### config.mk
export PLATFORM = sky130hd
export DESIGN_NAME = url_path_decode_and_guard
export DESIGN_NICKNAME = d
export VERILOG_FILES = /design/src/hdl/upg_pkg.sv /design/src/hdl/url_path_decode_and_guard.sv /design/src/hdl/upg_front.sv /design/src/hdl/upg_fifo.sv /design/src/hdl/upg_back.sv
export SDC_FILE = /design/constraint.sdc
export NUM_CORES = 1
export LEC_CHECK = 0
export ABC_AREA = 1
export BUFFER_PORTS_ARGS = -buffer_cell sky130_fd_sc_hd__buf_4
export CELL_PAD_IN_SITES_DETAIL_PLACEMENT = 0
export CELL_PAD_IN_SITES_GLOBAL_PLACEMENT = 2
export CORE_UTILIZATION = 35
export CTS_CLUSTER_DIAMETER = 120
export DETAILED_ROUTE_END_ITERATION = 12
export PLACE_DENSITY_LB_ADDON = 0.15
export SLEW_MARGIN = 5
export SYNTH_ARGS = -nofsm -noshare
export SYNTH_HDL_FRONTEND = slang
export SYNTH_HIERARCHICAL = 1
export SYNTH_SLANG_ARGS = --single-unit
### constraint.sdc
create_clock -name clk -period 11.25 [get_ports clk]
set_clock_uncertainty 0.2 [all_clocks]
set_input_delay 1.6875 -clock clk [delete_from_list [all_inputs] [get_ports clk]]
set_output_delay 1.6875 -clock clk [all_outputs]
set_load 0.01 [all_outputs]
### src/hdl/upg_pkg.sv
package upg_pkg;

    // Number of decoded-result bundles buffered between the front and the back.
    localparam int UPG_QDEPTH = 4;

    localparam logic [7:0] CH_PCT    = 8'h25;
    localparam logic [7:0] CH_QUERY  = 8'h3F;
    localparam logic [7:0] CH_DOT    = 8'h2E;
    localparam logic [7:0] CH_BSLASH = 8'h5C;
    localparam logic [7:0] CH_NUL    = 8'h00;
    localparam logic [7:0] CH_SLASH  = 8'h2F;

    // Everything one request byte causes: up to three path bytes, then maybe a verdict.
    typedef struct packed {
        logic [1:0]      n_bytes;
        logic [2:0][7:0] bytes;
        logic            verdict;
    } upg_bundle_t;

    function automatic logic is_hex(input logic [7:0] c);
        return ((c >= 8'h30) && (c <= 8'h39)) ||
               ((c >= 8'h61) && (c <= 8'h66)) ||
               ((c >= 8'h41) && (c <= 8'h46));
    endfunction

    // Letters of either case have 1..6 in the low nibble.
    function automatic logic [3:0] hex_val(input logic [7:0] c);
        return c[6] ? (c[3:0] + 4'd9) : c[3:0];
    endfunction

endpackage

### src/hdl/url_path_decode_and_guard.sv
// Channel   Handshake           Fields
// input     push / full         in_byte, in_last
// result    empty / pop         kind, path_byte, rejected, is_root, out_last
//
// A request byte is taken every cycle while full is low; its decoded bytes and verdict are
// queued as one bundle. The back end sends one result per cycle while pop keeps its output
// register free, and a bundle leaves the queue only once its last result is sent.
// The queue holds QDEPTH bundles; full rises when it fills, during multi-result bursts
// or while pop is held low.
// Reset clears the escape state, the guard state, the queue and the output valid flag.
module url_path_decode_and_guard
    import upg_pkg::*;
#(
    parameter int QDEPTH = UPG_QDEPTH  // 2 or more
)
(
    input  logic       clk,
    input  logic       rst_n,
    input  logic [7:0] in_byte,
    input  logic       in_last,
    input  logic       push,
    output logic       full,
    output logic       kind,
    output logic [7:0] path_byte,
    output logic       rejected,
    output logic       is_root,
    output logic       out_last,
    output logic       empty,
    input  logic       pop
);

    logic        q_full, q_empty, q_push, q_pop;
    upg_bundle_t q_wdata, q_rdata;

    upg_front u_front (
        .clk     (clk),
        .rst_n   (rst_n),
        .in_byte (in_byte),
        .in_last (in_last),
        .push    (push),
        .full    (full),
        .q_full  (q_full),
        .q_push  (q_push),
        .q_data  (q_wdata)
    );

    upg_fifo #(
        .DEPTH (QDEPTH)
    ) u_fifo (
        .clk   (clk),
        .rst_n (rst_n),
        .wr    (q_push),
        .wdata (q_wdata),
        .full  (q_full),
        .rd    (q_pop),
        .rdata (q_rdata),
        .empty (q_empty)
    );

    upg_back u_back (
        .clk       (clk),
        .rst_n     (rst_n),
        .q_empty   (q_empty),
        .q_data    (q_rdata),
        .q_pop     (q_pop),
        .empty     (empty),
        .pop       (pop),
        .kind      (kind),
        .path_byte (path_byte),
        .rejected  (rejected),
        .is_root   (is_root),
        .out_last  (out_last)
    );

endmodule

### src/hdl/upg_front.sv
module upg_front
    import upg_pkg::*;
(
    input  logic        clk,
    input  logic        rst_n,
    input  logic [7:0]  in_byte,
    input  logic        in_last,
    input  logic        push,
    output logic        full,
    input  logic        q_full,
    output logic        q_push,
    output upg_bundle_t q_data
);

    localparam logic [1:0] PH_IDLE  = 2'd0;
    localparam logic [1:0] PH_PCT   = 2'd1;
    localparam logic [1:0] PH_DIGIT = 2'd2;

    logic [1:0] phase_reg, phase_next;
    logic [7:0] held_reg, held_next;
    logic       in_query_reg, in_query_next;
    logic       accept;

    logic [2:0][7:0] blist;
    logic [1:0]      cnt;
    logic            verdict;

    assign full   = q_full;
    assign accept = push && !q_full;

    always_comb
    begin
        phase_next    = phase_reg;
        held_next     = held_reg;
        in_query_next = in_query_reg;
        blist         = '0;
        cnt           = 2'd0;
        verdict       = 1'b0;

        if (in_query_reg)
        begin
            if (in_last)
            begin
                verdict       = 1'b1;
                in_query_next = 1'b0;
            end
        end
        else if (in_byte == CH_QUERY)
        begin
            // A pending escape is cut short and goes out literally.
            case (phase_reg)
                PH_PCT:
                begin
                    blist[cnt] = CH_PCT;
                    cnt        = cnt + 2'd1;
                end
                PH_DIGIT:
                begin
                    blist[cnt] = CH_PCT;
                    cnt        = cnt + 2'd1;
                    blist[cnt] = held_reg;
                    cnt        = cnt + 2'd1;
                end
                default:
                begin
                end
            endcase
            phase_next    = PH_IDLE;
            held_next     = 8'd0;
            in_query_next = !in_last;
            verdict       = in_last;
        end
        else
        begin
            case (phase_reg)
                PH_PCT:
                begin
                    if (is_hex(in_byte))
                    begin
                        held_next  = in_byte;
                        phase_next = PH_DIGIT;
                    end
                    else
                    begin
                        phase_next = PH_IDLE;
                        blist[cnt] = CH_PCT;
                        cnt        = cnt + 2'd1;
                        if (in_byte == CH_PCT)
                        begin
                            phase_next = PH_PCT;
                        end
                        else
                        begin
                            blist[cnt] = in_byte;
                            cnt        = cnt + 2'd1;
                        end
                    end
                end
                PH_DIGIT:
                begin
                    phase_next = PH_IDLE;
                    held_next  = 8'd0;
                    if (is_hex(in_byte))
                    begin
                        blist[cnt] = {hex_val(held_reg), hex_val(in_byte)};
                        cnt        = cnt + 2'd1;
                    end
                    else
                    begin
                        blist[cnt] = CH_PCT;
                        cnt        = cnt + 2'd1;
                        blist[cnt] = held_reg;
                        cnt        = cnt + 2'd1;
                        if (in_byte == CH_PCT)
                        begin
                            phase_next = PH_PCT;
                        end
                        else
                        begin
                            blist[cnt] = in_byte;
                            cnt        = cnt + 2'd1;
                        end
                    end
                end
                default:
                begin
                    phase_next = PH_IDLE;
                    if (in_byte == CH_PCT)
                    begin
                        phase_next = PH_PCT;
                    end
                    else
                    begin
                        blist[cnt] = in_byte;
                        cnt        = cnt + 2'd1;
                    end
                end
            endcase

            if (in_last)
            begin
                case (phase_next)
                    PH_PCT:
                    begin
                        blist[cnt] = CH_PCT;
                        cnt        = cnt + 2'd1;
                    end
                    PH_DIGIT:
                    begin
                        blist[cnt] = CH_PCT;
                        cnt        = cnt + 2'd1;
                        blist[cnt] = held_next;
                        cnt        = cnt + 2'd1;
                    end
                    default:
                    begin
                    end
                endcase
                phase_next    = PH_IDLE;
                held_next     = 8'd0;
                in_query_next = 1'b0;
                verdict       = 1'b1;
            end
        end
    end

    assign q_push         = accept && ((cnt != 2'd0) || verdict);
    assign q_data.n_bytes = cnt;
    assign q_data.bytes   = blist;
    assign q_data.verdict = verdict;

    always_ff @(posedge clk or negedge rst_n)
    begin
        if (!rst_n)
        begin
            phase_reg    <= PH_IDLE;
            held_reg     <= 8'd0;
            in_query_reg <= 1'b0;
        end
        else if (accept)
        begin
            phase_reg    <= phase_next;
            held_reg     <= held_next;
            in_query_reg <= in_query_next;
        end
    end

    a_query_no_escape: assert property (@(posedge clk) disable iff (!rst_n)
        in_query_reg |-> (phase_reg == PH_IDLE))
        else $error("escape pending while the query part is dropped");

    a_last_clears: assert property (@(posedge clk) disable iff (!rst_n)
        (accept && in_last) |=> (phase_reg == PH_IDLE) && !in_query_reg && (held_reg == 8'd0))
        else $error("front state not cleared after the final byte");

endmodule

### src/hdl/upg_fifo.sv
module upg_fifo
    import upg_pkg::*;
#(
    parameter int DEPTH = UPG_QDEPTH
)
(
    input  logic        clk,
    input  logic        rst_n,
    input  logic        wr,
    input  upg_bundle_t wdata,
    output logic        full,
    input  logic        rd,
    output upg_bundle_t rdata,
    output logic        empty
);

    localparam int AW = (DEPTH > 1) ? $clog2(DEPTH) : 1;
    localparam int CW = $clog2(DEPTH + 1);

    upg_bundle_t     mem [DEPTH];
    logic [AW-1:0]   wr_ptr_reg, rd_ptr_reg;
    logic [CW-1:0]   count_reg;
    logic            do_wr, do_rd;

    assign full  = (count_reg == CW'(DEPTH));
    assign empty = (count_reg == '0);
    assign do_wr = wr && !full;
    assign do_rd = rd && !empty;
    assign rdata = mem[rd_ptr_reg];

    function automatic logic [AW-1:0] bump(input logic [AW-1:0] p);
        return (p == AW'(DEPTH - 1)) ? '0 : (p + 1'b1);
    endfunction

    always_ff @(posedge clk)
    begin
        if (do_wr)
        begin
            mem[wr_ptr_reg] <= wdata;
        end
    end

    always_ff @(posedge clk or negedge rst_n)
    begin
        if (!rst_n)
        begin
            wr_ptr_reg <= '0;
            rd_ptr_reg <= '0;
            count_reg  <= '0;
        end
        else
        begin
            if (do_wr)
            begin
                wr_ptr_reg <= bump(wr_ptr_reg);
            end
            if (do_rd)
            begin
                rd_ptr_reg <= bump(rd_ptr_reg);
            end
            if (do_wr && !do_rd)
            begin
                count_reg <= count_reg + 1'b1;
            end
            else if (do_rd && !do_wr)
            begin
                count_reg <= count_reg - 1'b1;
            end
        end
    end

    a_count_bound: assert property (@(posedge clk) disable iff (!rst_n)
        count_reg <= CW'(DEPTH))
        else $error("queue count above its depth");

    a_no_lost_write: assert property (@(posedge clk) disable iff (!rst_n)
        !(wr && full))
        else $error("bundle written into a full queue");

endmodule

### src/hdl/upg_back.sv
module upg_back
    import upg_pkg::*;
(
    input  logic        clk,
    input  logic        rst_n,
    input  logic        q_empty,
    input  upg_bundle_t q_data,
    output logic        q_pop,
    output logic        empty,
    input  logic        pop,
    output logic        kind,
    output logic [7:0]  path_byte,
    output logic        rejected,
    output logic        is_root,
    output logic        out_last
);

    logic [1:0] slot_reg;
    logic [1:0] count_reg;
    logic       prev_dot_reg;
    logic       bad_reg;
    logic       out_valid_reg;
    logic       kind_reg, rejected_reg, is_root_reg, out_last_reg;
    logic [7:0] byte_reg;

    logic [2:0] total;
    logic       is_byte;
    logic       bundle_done;
    logic       out_free;
    logic       fire;
    logic [7:0] cur_b;
    logic       bad_next;

    assign total       = {1'b0, q_data.n_bytes} + {2'b00, q_data.verdict};
    assign is_byte     = (slot_reg < q_data.n_bytes);
    assign bundle_done = (({1'b0, slot_reg} + 3'd1) == total);
    assign out_free    = !out_valid_reg || pop;
    assign fire        = !q_empty && out_free;
    assign q_pop       = fire && bundle_done;

    always_comb
    begin
        case (slot_reg)
            2'd0:    cur_b = q_data.bytes[0];
            2'd1:    cur_b = q_data.bytes[1];
            2'd2:    cur_b = q_data.bytes[2];
            default: cur_b = 8'd0;
        endcase
    end

    assign bad_next = bad_reg ||
                      ((count_reg == 2'd0) && (cur_b != CH_SLASH)) ||
                      ((cur_b == CH_DOT) && prev_dot_reg) ||
                      (cur_b == CH_BSLASH) || (cur_b == CH_NUL);

    always_ff @(posedge clk or negedge rst_n)
    begin
        if (!rst_n)
        begin
            slot_reg      <= 2'd0;
            count_reg     <= 2'd0;
            prev_dot_reg  <= 1'b0;
            bad_reg       <= 1'b0;
            out_valid_reg <= 1'b0;
        end
        else
        begin
            if (fire)
            begin
                out_valid_reg <= 1'b1;
                slot_reg      <= bundle_done ? 2'd0 : (slot_reg + 2'd1);
                if (is_byte)
                begin
                    bad_reg      <= bad_next;
                    prev_dot_reg <= (cur_b == CH_DOT);
                    if (count_reg != 2'd2)
                    begin
                        count_reg <= count_reg + 2'd1;
                    end
                end
                else
                begin
                    // The verdict closes the request; the guard starts over.
                    bad_reg      <= 1'b0;
                    prev_dot_reg <= 1'b0;
                    count_reg    <= 2'd0;
                end
            end
            else if (pop)
            begin
                out_valid_reg <= 1'b0;
            end
        end
    end

    always_ff @(posedge clk)
    begin
        if (fire)
        begin
            kind_reg     <= !is_byte;
            byte_reg     <= is_byte ? cur_b : 8'd0;
            rejected_reg <= !is_byte && ((count_reg == 2'd0) || bad_reg);
            is_root_reg  <= !is_byte && (count_reg == 2'd1) && !bad_reg;
            out_last_reg <= !is_byte;
        end
    end

    assign empty     = !out_valid_reg;
    assign kind      = kind_reg;
    assign path_byte = byte_reg;
    assign rejected  = rejected_reg;
    assign is_root   = is_root_reg;
    assign out_last  = out_last_reg;

    a_slot_in_bundle: assert property (@(posedge clk) disable iff (!rst_n)
        !q_empty |-> ({1'b0, slot_reg} < total))
        else $error("result slot beyond the head bundle");

    a_verdict_resets: assert property (@(posedge clk) disable iff (!rst_n)
        (fire && !is_byte) |=> (count_reg == 2'd0) && !bad_reg && !prev_dot_reg)
        else $error("guard state survives a verdict");

    a_root_accepted: assert property (@(posedge clk) disable iff (!rst_n)
        (out_valid_reg && is_root_reg) |-> (kind_reg && !rejected_reg))
        else $error("root flag on a rejected or non-verdict result");

endmodule
Yosys cells after proc, flatten, opt, wreduce, memory -nomap -nowiden
Memories as Yosys holds them, arrays and structs flattened.
Cells that the tools add are included.
{ "totals": {"register_bits": 36, "ramBits": 108, "in_bits": 13, "output_inout_bits": 14, "elab_cells": 180, "n_memories": 1} }
{ "classes": {"add_sub_neg": 12, "n_lt_le_gt_ge": 11, "n_eq_ne": 18, "n_mux": 74, "bitwise_logic": 4, "n_reduce_logical": 45} }
{ "mem_list": {"columns": ["memory", "depth", "width", "rd", "rd_ports_with_merged_regs", "wr", "line_no", "source"], "rows": [
  ["u_fifo.mem", 4, 27, 1, 0, 1, "upg_fifo.sv:20", "upg_bundle_t mem [DEPTH];"]
]} }
{ "op_table": {"columns": ["operator", "count"], "rows": [
  ["2-to-1 mux 8 bit", 18],
  ["2-to-1 mux 16 bit", 3],
  ["2-to-1 mux 24 bit", 2],
  ["one-hot mux 24 bit (2 select lines)", 1],
  ["one-hot mux 8 bit (2 select lines)", 3],
  ["2-to-1 mux 2 bit", 19],
  ["demux 8 bit (select 2 bit)", 2],
  ["bitwise mux 24 bit", 1],
  ["== test 8 x 6 -> 1 bit, second input constant", 3],
  ["one-hot mux 8 bit (3 select lines)", 1],
  ["logical AND 1 bit", 18],
  ["greater-or-equal comparator 8 x 7 -> 1 bit, second input constant", 2],
  ["less-or-equal comparator 8 x 7 -> 1 bit, second input constant", 2],
  ["one-hot mux 2 bit (2 select lines)", 4],
  ["AND 15 bit", 1],
  ["2-to-1 mux 1 bit", 15],
  ["NOT 15 bit", 1],
  ["adder 2 x 1 -> 2 bit, second input constant", 6],
  ["== test 2 bit, second input constant", 5],
  ["logical OR 1 bit", 9],
  ["bitwise OR 9 bit", 1],
  ["adder 4 bit, second input constant", 2],
  ["== test 2 x 1 -> 1 bit, second input constant", 4],
  ["== test 8 x 7 -> 1 bit, second input constant", 1],
  ["other kinds (24)", 40]
]} }

Depth between registers and ports, before layout
{ "depth": {"word_depth": 22, "ltp_mapped": 30, "ltp_nobuf": 29} }

Hierarchy
Netlist, hierarchy kept.
{ "modules_own_cells": {"columns": ["module", "instances", "cells_per_inst", "area_each_um2", "seq_area_each_um2"], "rows": [
  ["upg_fifo", 1, 375, 4780.8, 3418.3],
  ["upg_front", 1, 411, 2341.0, 275.3],
  ["upg_back", 1, 159, 1312.5, 505.5]
]} }

Worst setup path before layout
Ideal clock, no wire load.
{ "synth_path": {"path_kind": "input to register", "from": "input in_byte[0]", "to": "memory u_fifo/mem[0][0] (netlist name), enable pin", "setup_ps": 411, "arrival_time_ps": 5306, "slack_ps": 5333, "cell_stages": 21, "cell_sequence": "buf_2 inv_1 ha_1 a21oi_1 nand2_1 nand3_4 inv_1 nand2_2 inv_1 ha_1 nor2_1 inv_1 nor3_1 nor2_1 o211ai_1 nand2_1 nand3_1 nand2_1 inv_1 nand2_1 nor2_1"} }
{ "synth_via": {"elab_chain_len": 20, "word_cells_on_any_way": 43} }
{ "synth_rtl": {"columns": ["item", "line_no", "source"], "rows": [
  ["start: declaration", "url_path_decode_and_guard.sv:19", "input logic [7:0] in_byte,"],
  ["greater-or-equal comparator 8 x 6 -> 1 bit (tied with other cells)", "upg_pkg.sv:21", "return ((c >= 8'h30) && (c <= 8'h39)) ||"],
  ["logical AND 1 bit, on equally long branches", "upg_pkg.sv:21, upg_pkg.sv:22", null],
  ["logical OR 1 bit", "upg_pkg.sv:21", null],
  ["logical OR 1 bit", "upg_pkg.sv:22", "((c >= 8'h61) && (c <= 8'h66)) ||"],
  ["2-to-1 mux 2 bit, on equally long branches", "upg_front.sv:103, upg_front.sv:78", null],
  ["one-hot mux 2 bit (2 select lines)", "upg_front.sv:75", "case (phase_reg)"],
  ["2-to-1 mux 2 bit", "upg_front.sv:48", "else if (in_byte == CH_QUERY)"],
  ["2-to-1 mux 2 bit", "upg_front.sv:40", "if (in_query_reg)"],
  ["[5 not listed]", null, null],
  ["2-to-1 mux 2 bit", "upg_front.sv:40", null],
  ["nonzero test 2 bit", "upg_front.sv:167", "assign q_push = accept && ((cnt != 2'd0) || verdict);"],
  ["logical OR 1 bit *", "upg_front.sv:167", null],
  ["logical AND 1 bit *", "upg_front.sv:167", null],
  ["named net q_push", "url_path_decode_and_guard.sv:32", "logic q_full, q_empty, q_push, q_pop;"],
  ["logical AND 1 bit *", "upg_fifo.sv:27", "assign do_wr = wr && !full;"],
  ["2-to-1 mux 1 bit *", "upg_fifo.sv:37", "if (do_wr)"],
  ["2-to-1 mux 1 bit (implied by the code) *", "upg_fifo.sv:39", "mem[wr_ptr_reg] <= wdata;"],
  ["end: declaration", "upg_fifo.sv:20", null]
]} }
The timed path passes the listed nets; every way through them passes the cells marked *. The select of a mux whose other input is x is not followed.

Worst setup path in the final report
{ "layout_path": {"from": "input in_byte[0]", "to": "register u_fifo.count_reg[2]"} }
{ "layout_via": {"elab_chain_len": 21, "word_cells_on_any_way": 46} }
{ "layout_rtl": {"columns": ["item", "line_no", "source"], "rows": [
  ["greater-or-equal comparator 8 x 6 -> 1 bit (tied with other cells)", "upg_pkg.sv:21", null],
  ["logical AND 1 bit, on equally long branches", "upg_pkg.sv:21, upg_pkg.sv:22", null],
  ["logical OR 1 bit", "upg_pkg.sv:21", null],
  ["logical OR 1 bit", "upg_pkg.sv:22", null],
  ["2-to-1 mux 2 bit, on equally long branches", "upg_front.sv:103, upg_front.sv:78", null],
  ["one-hot mux 2 bit (2 select lines)", "upg_front.sv:75", null],
  ["2-to-1 mux 2 bit", "upg_front.sv:48", null],
  ["2-to-1 mux 2 bit", "upg_front.sv:40", null],
  ["[7 not listed]", null, null],
  ["logical OR 1 bit *", "upg_front.sv:167", null],
  ["logical AND 1 bit *", "upg_front.sv:167", null],
  ["named net q_push", "url_path_decode_and_guard.sv:32", null],
  ["logical AND 1 bit *", "upg_fifo.sv:27", null],
  ["named net u_fifo.do_wr", "upg_fifo.sv:23", "logic do_wr, do_rd;"],
  ["zero test 1 bit", "upg_fifo.sv:65", "else if (do_rd && !do_wr)"],
  ["logical AND 1 bit", "upg_fifo.sv:65", null],
  ["nonzero test 2 bit (no source line)", null, null],
  ["end signal: assignment", "upg_fifo.sv:63", "count_reg <= count_reg + 1'b1;"],
  ["end signal: assignment", "upg_fifo.sv:67", "count_reg <= count_reg - 1'b1;"],
  ["end: declaration", "upg_fifo.sv:22", "logic [CW-1:0] count_reg;"]
]} }
Marked as above.
A chain may end at the register's enable or synchronous reset.

==> flow_summary.yaml <==
finish:
  fillers: 2424
  multi_input_area_mm2: 0.00341
  diodes: 0
  largest_reg_flops: 108
  area_growth_syn_to_layout_pct: 11.9
  finish.utilization_pct: 40.1
  fin_cells: 1286
  drive_gt1_share_pct: 13.8
  nets: 998
  seq_area_mm2: 0.00420
die:
  ios: 27
  die_y_um: 157
  start_util_pct: 35.8
  core.rowCount: 56
  core_area_mm2: 0.0235
  dieWidth_um: 157
  die_area_mm2: 0.0247
yosys:
  synth_area_mm2: 0.00843
  synth_largest_area_cell: "edfxtp_1"
  synth_xor_xnor_area_share_pct: 0.623
  ys_seq_area_share_pct: 49.8
  synth-seq-cells: 144
  async_reset_ff_share_pct: 17.4
  yosys.area_share.simple_pct: 21.5
  synthMuxAreaShare_pct: 0
  syn-num-nets: 989
  yosys-top-cells-area: "edfxtp_1 42%, nand2_1 11%, dfrtp_1 7.4%, inv_1 5.5%, o211ai_1 5.3%"
  ys_types: 43
  synth-edff-count: 119
  synthCells: 945
  synth_compound_area_share_pct: 13.4
  synth_top_family_by_area: "simple AND/OR/NAND/NOR gates"
  ys_warn_count: 6
  synth_ff_type: "edfxtp_1"
  synth_top_cell_area_share_pct: 42.4
  synth_adder_area_share_pct: 4.69
  syn_avg_cell_area_um2: 8.93
place:
  pre_cts_ws_ns: 5.31
  gp_congestion: 0.840
  dp_hpwl_um: 15600
  numPortBuffers: 26
  dp_cells: 1254
cts:
  cts_num_sinks: 144
  cts_tree: "yes"
  cts_buffers: 17
  cts.path.max_buffers: 2
  ctsResizeCount: 0
  cts.clk_slew.worst_paths_ns: 0.06
  cts.htree.levels: 4
  clk_latency_ns: 0.42
  postCtsHoldBufs: 0
  clock-root-buffer: "clkbuf_16"
  cts_setup_buffers: 0
routing:
  drt-pass1-iter-count: 5
  antenna_left: 0
  drc: 0
  dr_total_vias: 6228
  met3_length_um: 539
  top_layer: "met4"
  met1_length_um: 10300
  first_iter_violations: 323
  wl_um: 21800
  wl_per_cell_um: 16.9
  dr_wl_met2_um: 10700
  via_per_inst: 4.84
power_and_ir_drop:
  internal_power_mw: 1.37
  p_sw_share_pct: 36.2
  power.switching_mw: 0.774
  power.total_mw: 2.14
  powerDensity_mw_per_mm2: 227
  p_leak_nw: 3.97
  combPwrFrac_pct: 35.8
  pwr-share-seq_pct: 35.1
  pwr-share-clk_pct: 29.1
  peakVddDrop_mv: 0.0863
timing:
  worst_pin_slew_ns: 1.06
  finalHoldViolCount: 0
  max_freq_ghz: 0.182
  rsz0062_at_grt: "no"
  finalCriticalPeriod_ns: 5.49
  final-setup-viol-count: 0
  relSlewSlack_pct: 29.6
  fin_setup_tns_ns: 0
  setup_ws_ns: 5.76
  post-route-period-util_pct: 48.8
  report.final.slew_viol_count: 0
grt:
  grt_max_degree: 112
  antenna_found_initial: 0
  grt_pass1_vias: 5843
  overflow: 0
  grt_pass1_wl_um: 34200
  grt_usage_pct: 18.7
critical_path:
  crit_type: "primary input to flip-flop"
  worst_setup_path_end_kind: "flip-flop"
  cp.arrival_ns: 5.60
  start_kind: "primary input"
  critical_path.slowest_cell: "fa_1"
  required_ns: 11.36
  path_max_fanout: 16
  cp_slowest_stage_delay_ns: 0.38
job:
  maxCapViolations: 0
outcome:
  status: "finished, final reports clean"
min_path:
  hold_class: "flip-flop to flip-flop"
## layout make-up
class / instances / area share [%]
multi-input combinational: 621 / 36.1
timing repair buffer: 36 / 2.86
tap: 319 / 4.23
sequential: 144 / 44.5
clock buffer: 18 / 4.55
inverter: 134 / 5.37
clock inverter: 14 / 2.40
## power groups by stage
stage	Sequential, mW	Combinational, mW	Clock [mW]
after global routing	0.762	0.877	0.658
final	0.750	0.766	0.623
after CTS	0.751	0.787	0.636
after floorplan	0.771	0.603	0
after global placement	0.761	0.785	0
after detailed placement	0.762	0.783	0
## synth_stat cells (4+ instances only)
| cell | count |
|---|---|
| buf_6 | 17 |
| buf_4 | 7 |
| dfrtp_1 | 25 |
| nand2_1 | 251 |
| nor2_1 | 51 |
| o211ai_1 | 59 |
| nand4_1 | 6 |
| nand3_2 | 10 |
| nand3_1 | 52 |
| buf_2 | 10 |
| nand2_4 | 5 |
| ha_1 | 30 |
| o21ai_1 | 4 |
| o21ai_0 | 37 |
| inv_1 | 124 |
| a21oi_2 | 6 |
| edfxtp_1 | 119 |
| o22ai_1 | 5 |
| nand2_2 | 19 |
| a31oi_1 | 6 |
| a21oi_1 | 51 |
| nor3_1 | 4 |
| clkbuf_1 | 10 |
| inv_2 | 7 |
## worst max-delay path, delay by kind of cell
| family | cells | cell delay, ns |
|---|---|---|
| compound gates | 2 | 0.27 |
| fa+ha+maj | 4 | 1.04 |
| buf+inv | 9 | 1.11 |
| simple gates | 14 | 1.49 |
## logic make-up (layout without fill, tap and decap cells)
logic type                 Yosys count  after routing
adders and majority gates           31             31
and+or+nand+nor                    406            406
xor gates and xnor gates             6              6
DFF                                144            144
buffers and inverters              180            202
AOI/OAI and AO/OA                  178            178
## layer usage
metal	global-route usage, %	vias to the layer above
li1	-	3176
met1	24.8	2940
met2	31.8	90
met3	2.75	22
met4	4.85	0
met5	0	-
## final timing paths
kind / from / endpoint / slack (ns) / cells after the start
worst max-delay path: in_byte[0] / u_fifo/count_reg[2]$_DFFE_PN0P_ / 5.76 / 29
worst min-delay path: u_back/prev_dot_reg$_DFFE_PN0P_ / u_back/prev_dot_reg$_DFFE_PN0P_ / 0.28 / 2
worst max register to register: u_front/phase_reg[0]$_DFFE_PN0P_ / u_fifo/count_reg[2]$_DFFE_PN0P_ / 6.38 / 25
worst min register to register: u_back/prev_dot_reg$_DFFE_PN0P_ / u_back/prev_dot_reg$_DFFE_PN0P_ / 0.28 / 2
max in group asynchronous: rst_n / u_fifo/rd_ptr_reg[0]$_DFFE_PN0P_ / 9.59 / 1
min in group asynchronous: rst_n / u_back/count_reg[0]$_DFFE_PN0P_ / 0.97 / 1
## through the flow
| stage | area [um^2] | hold WS, ns |
|---|---|---|
| 2_1_floorplan | 8430 | 0.250 |
| 3_3_place_gp | 8780 | 0.267 |
| 3_5_place_dp | 8780 | 0.271 |
| 4_1_cts | 9440 | 0.287 |
| 5_1_grt | 9440 | 0.339 |
| 6_report | 9440 | 0.282 |
## placed cells by master, fill, tap and decap left out, types with 4 or more instances in the layout
cell,netlist,layout
nor2_1,51,47
buf_4,7,36
nand2_2,19,19
inv_2,7,7
nand3_2,10,10
clkbuf_16,0,17
inv_1,124,124
a21oi_2,6,6
dfrtp_1,25,24
o21ai_0,37,37
nand3_1,52,52
nand2_1,251,251
a31oi_1,6,6
edfxtp_1,119,119
bufinv_16,0,5
o211ai_1,59,59
nand2_4,5,5
nor2_2,2,6
inv_6,0,4
a21oi_1,51,51
ha_1,30,30
o22ai_1,5,5
o21ai_1,4,4
nor3_1,4,4
nand4_1,6,6
No activity file was read; power rests on OpenSTA's default activity.
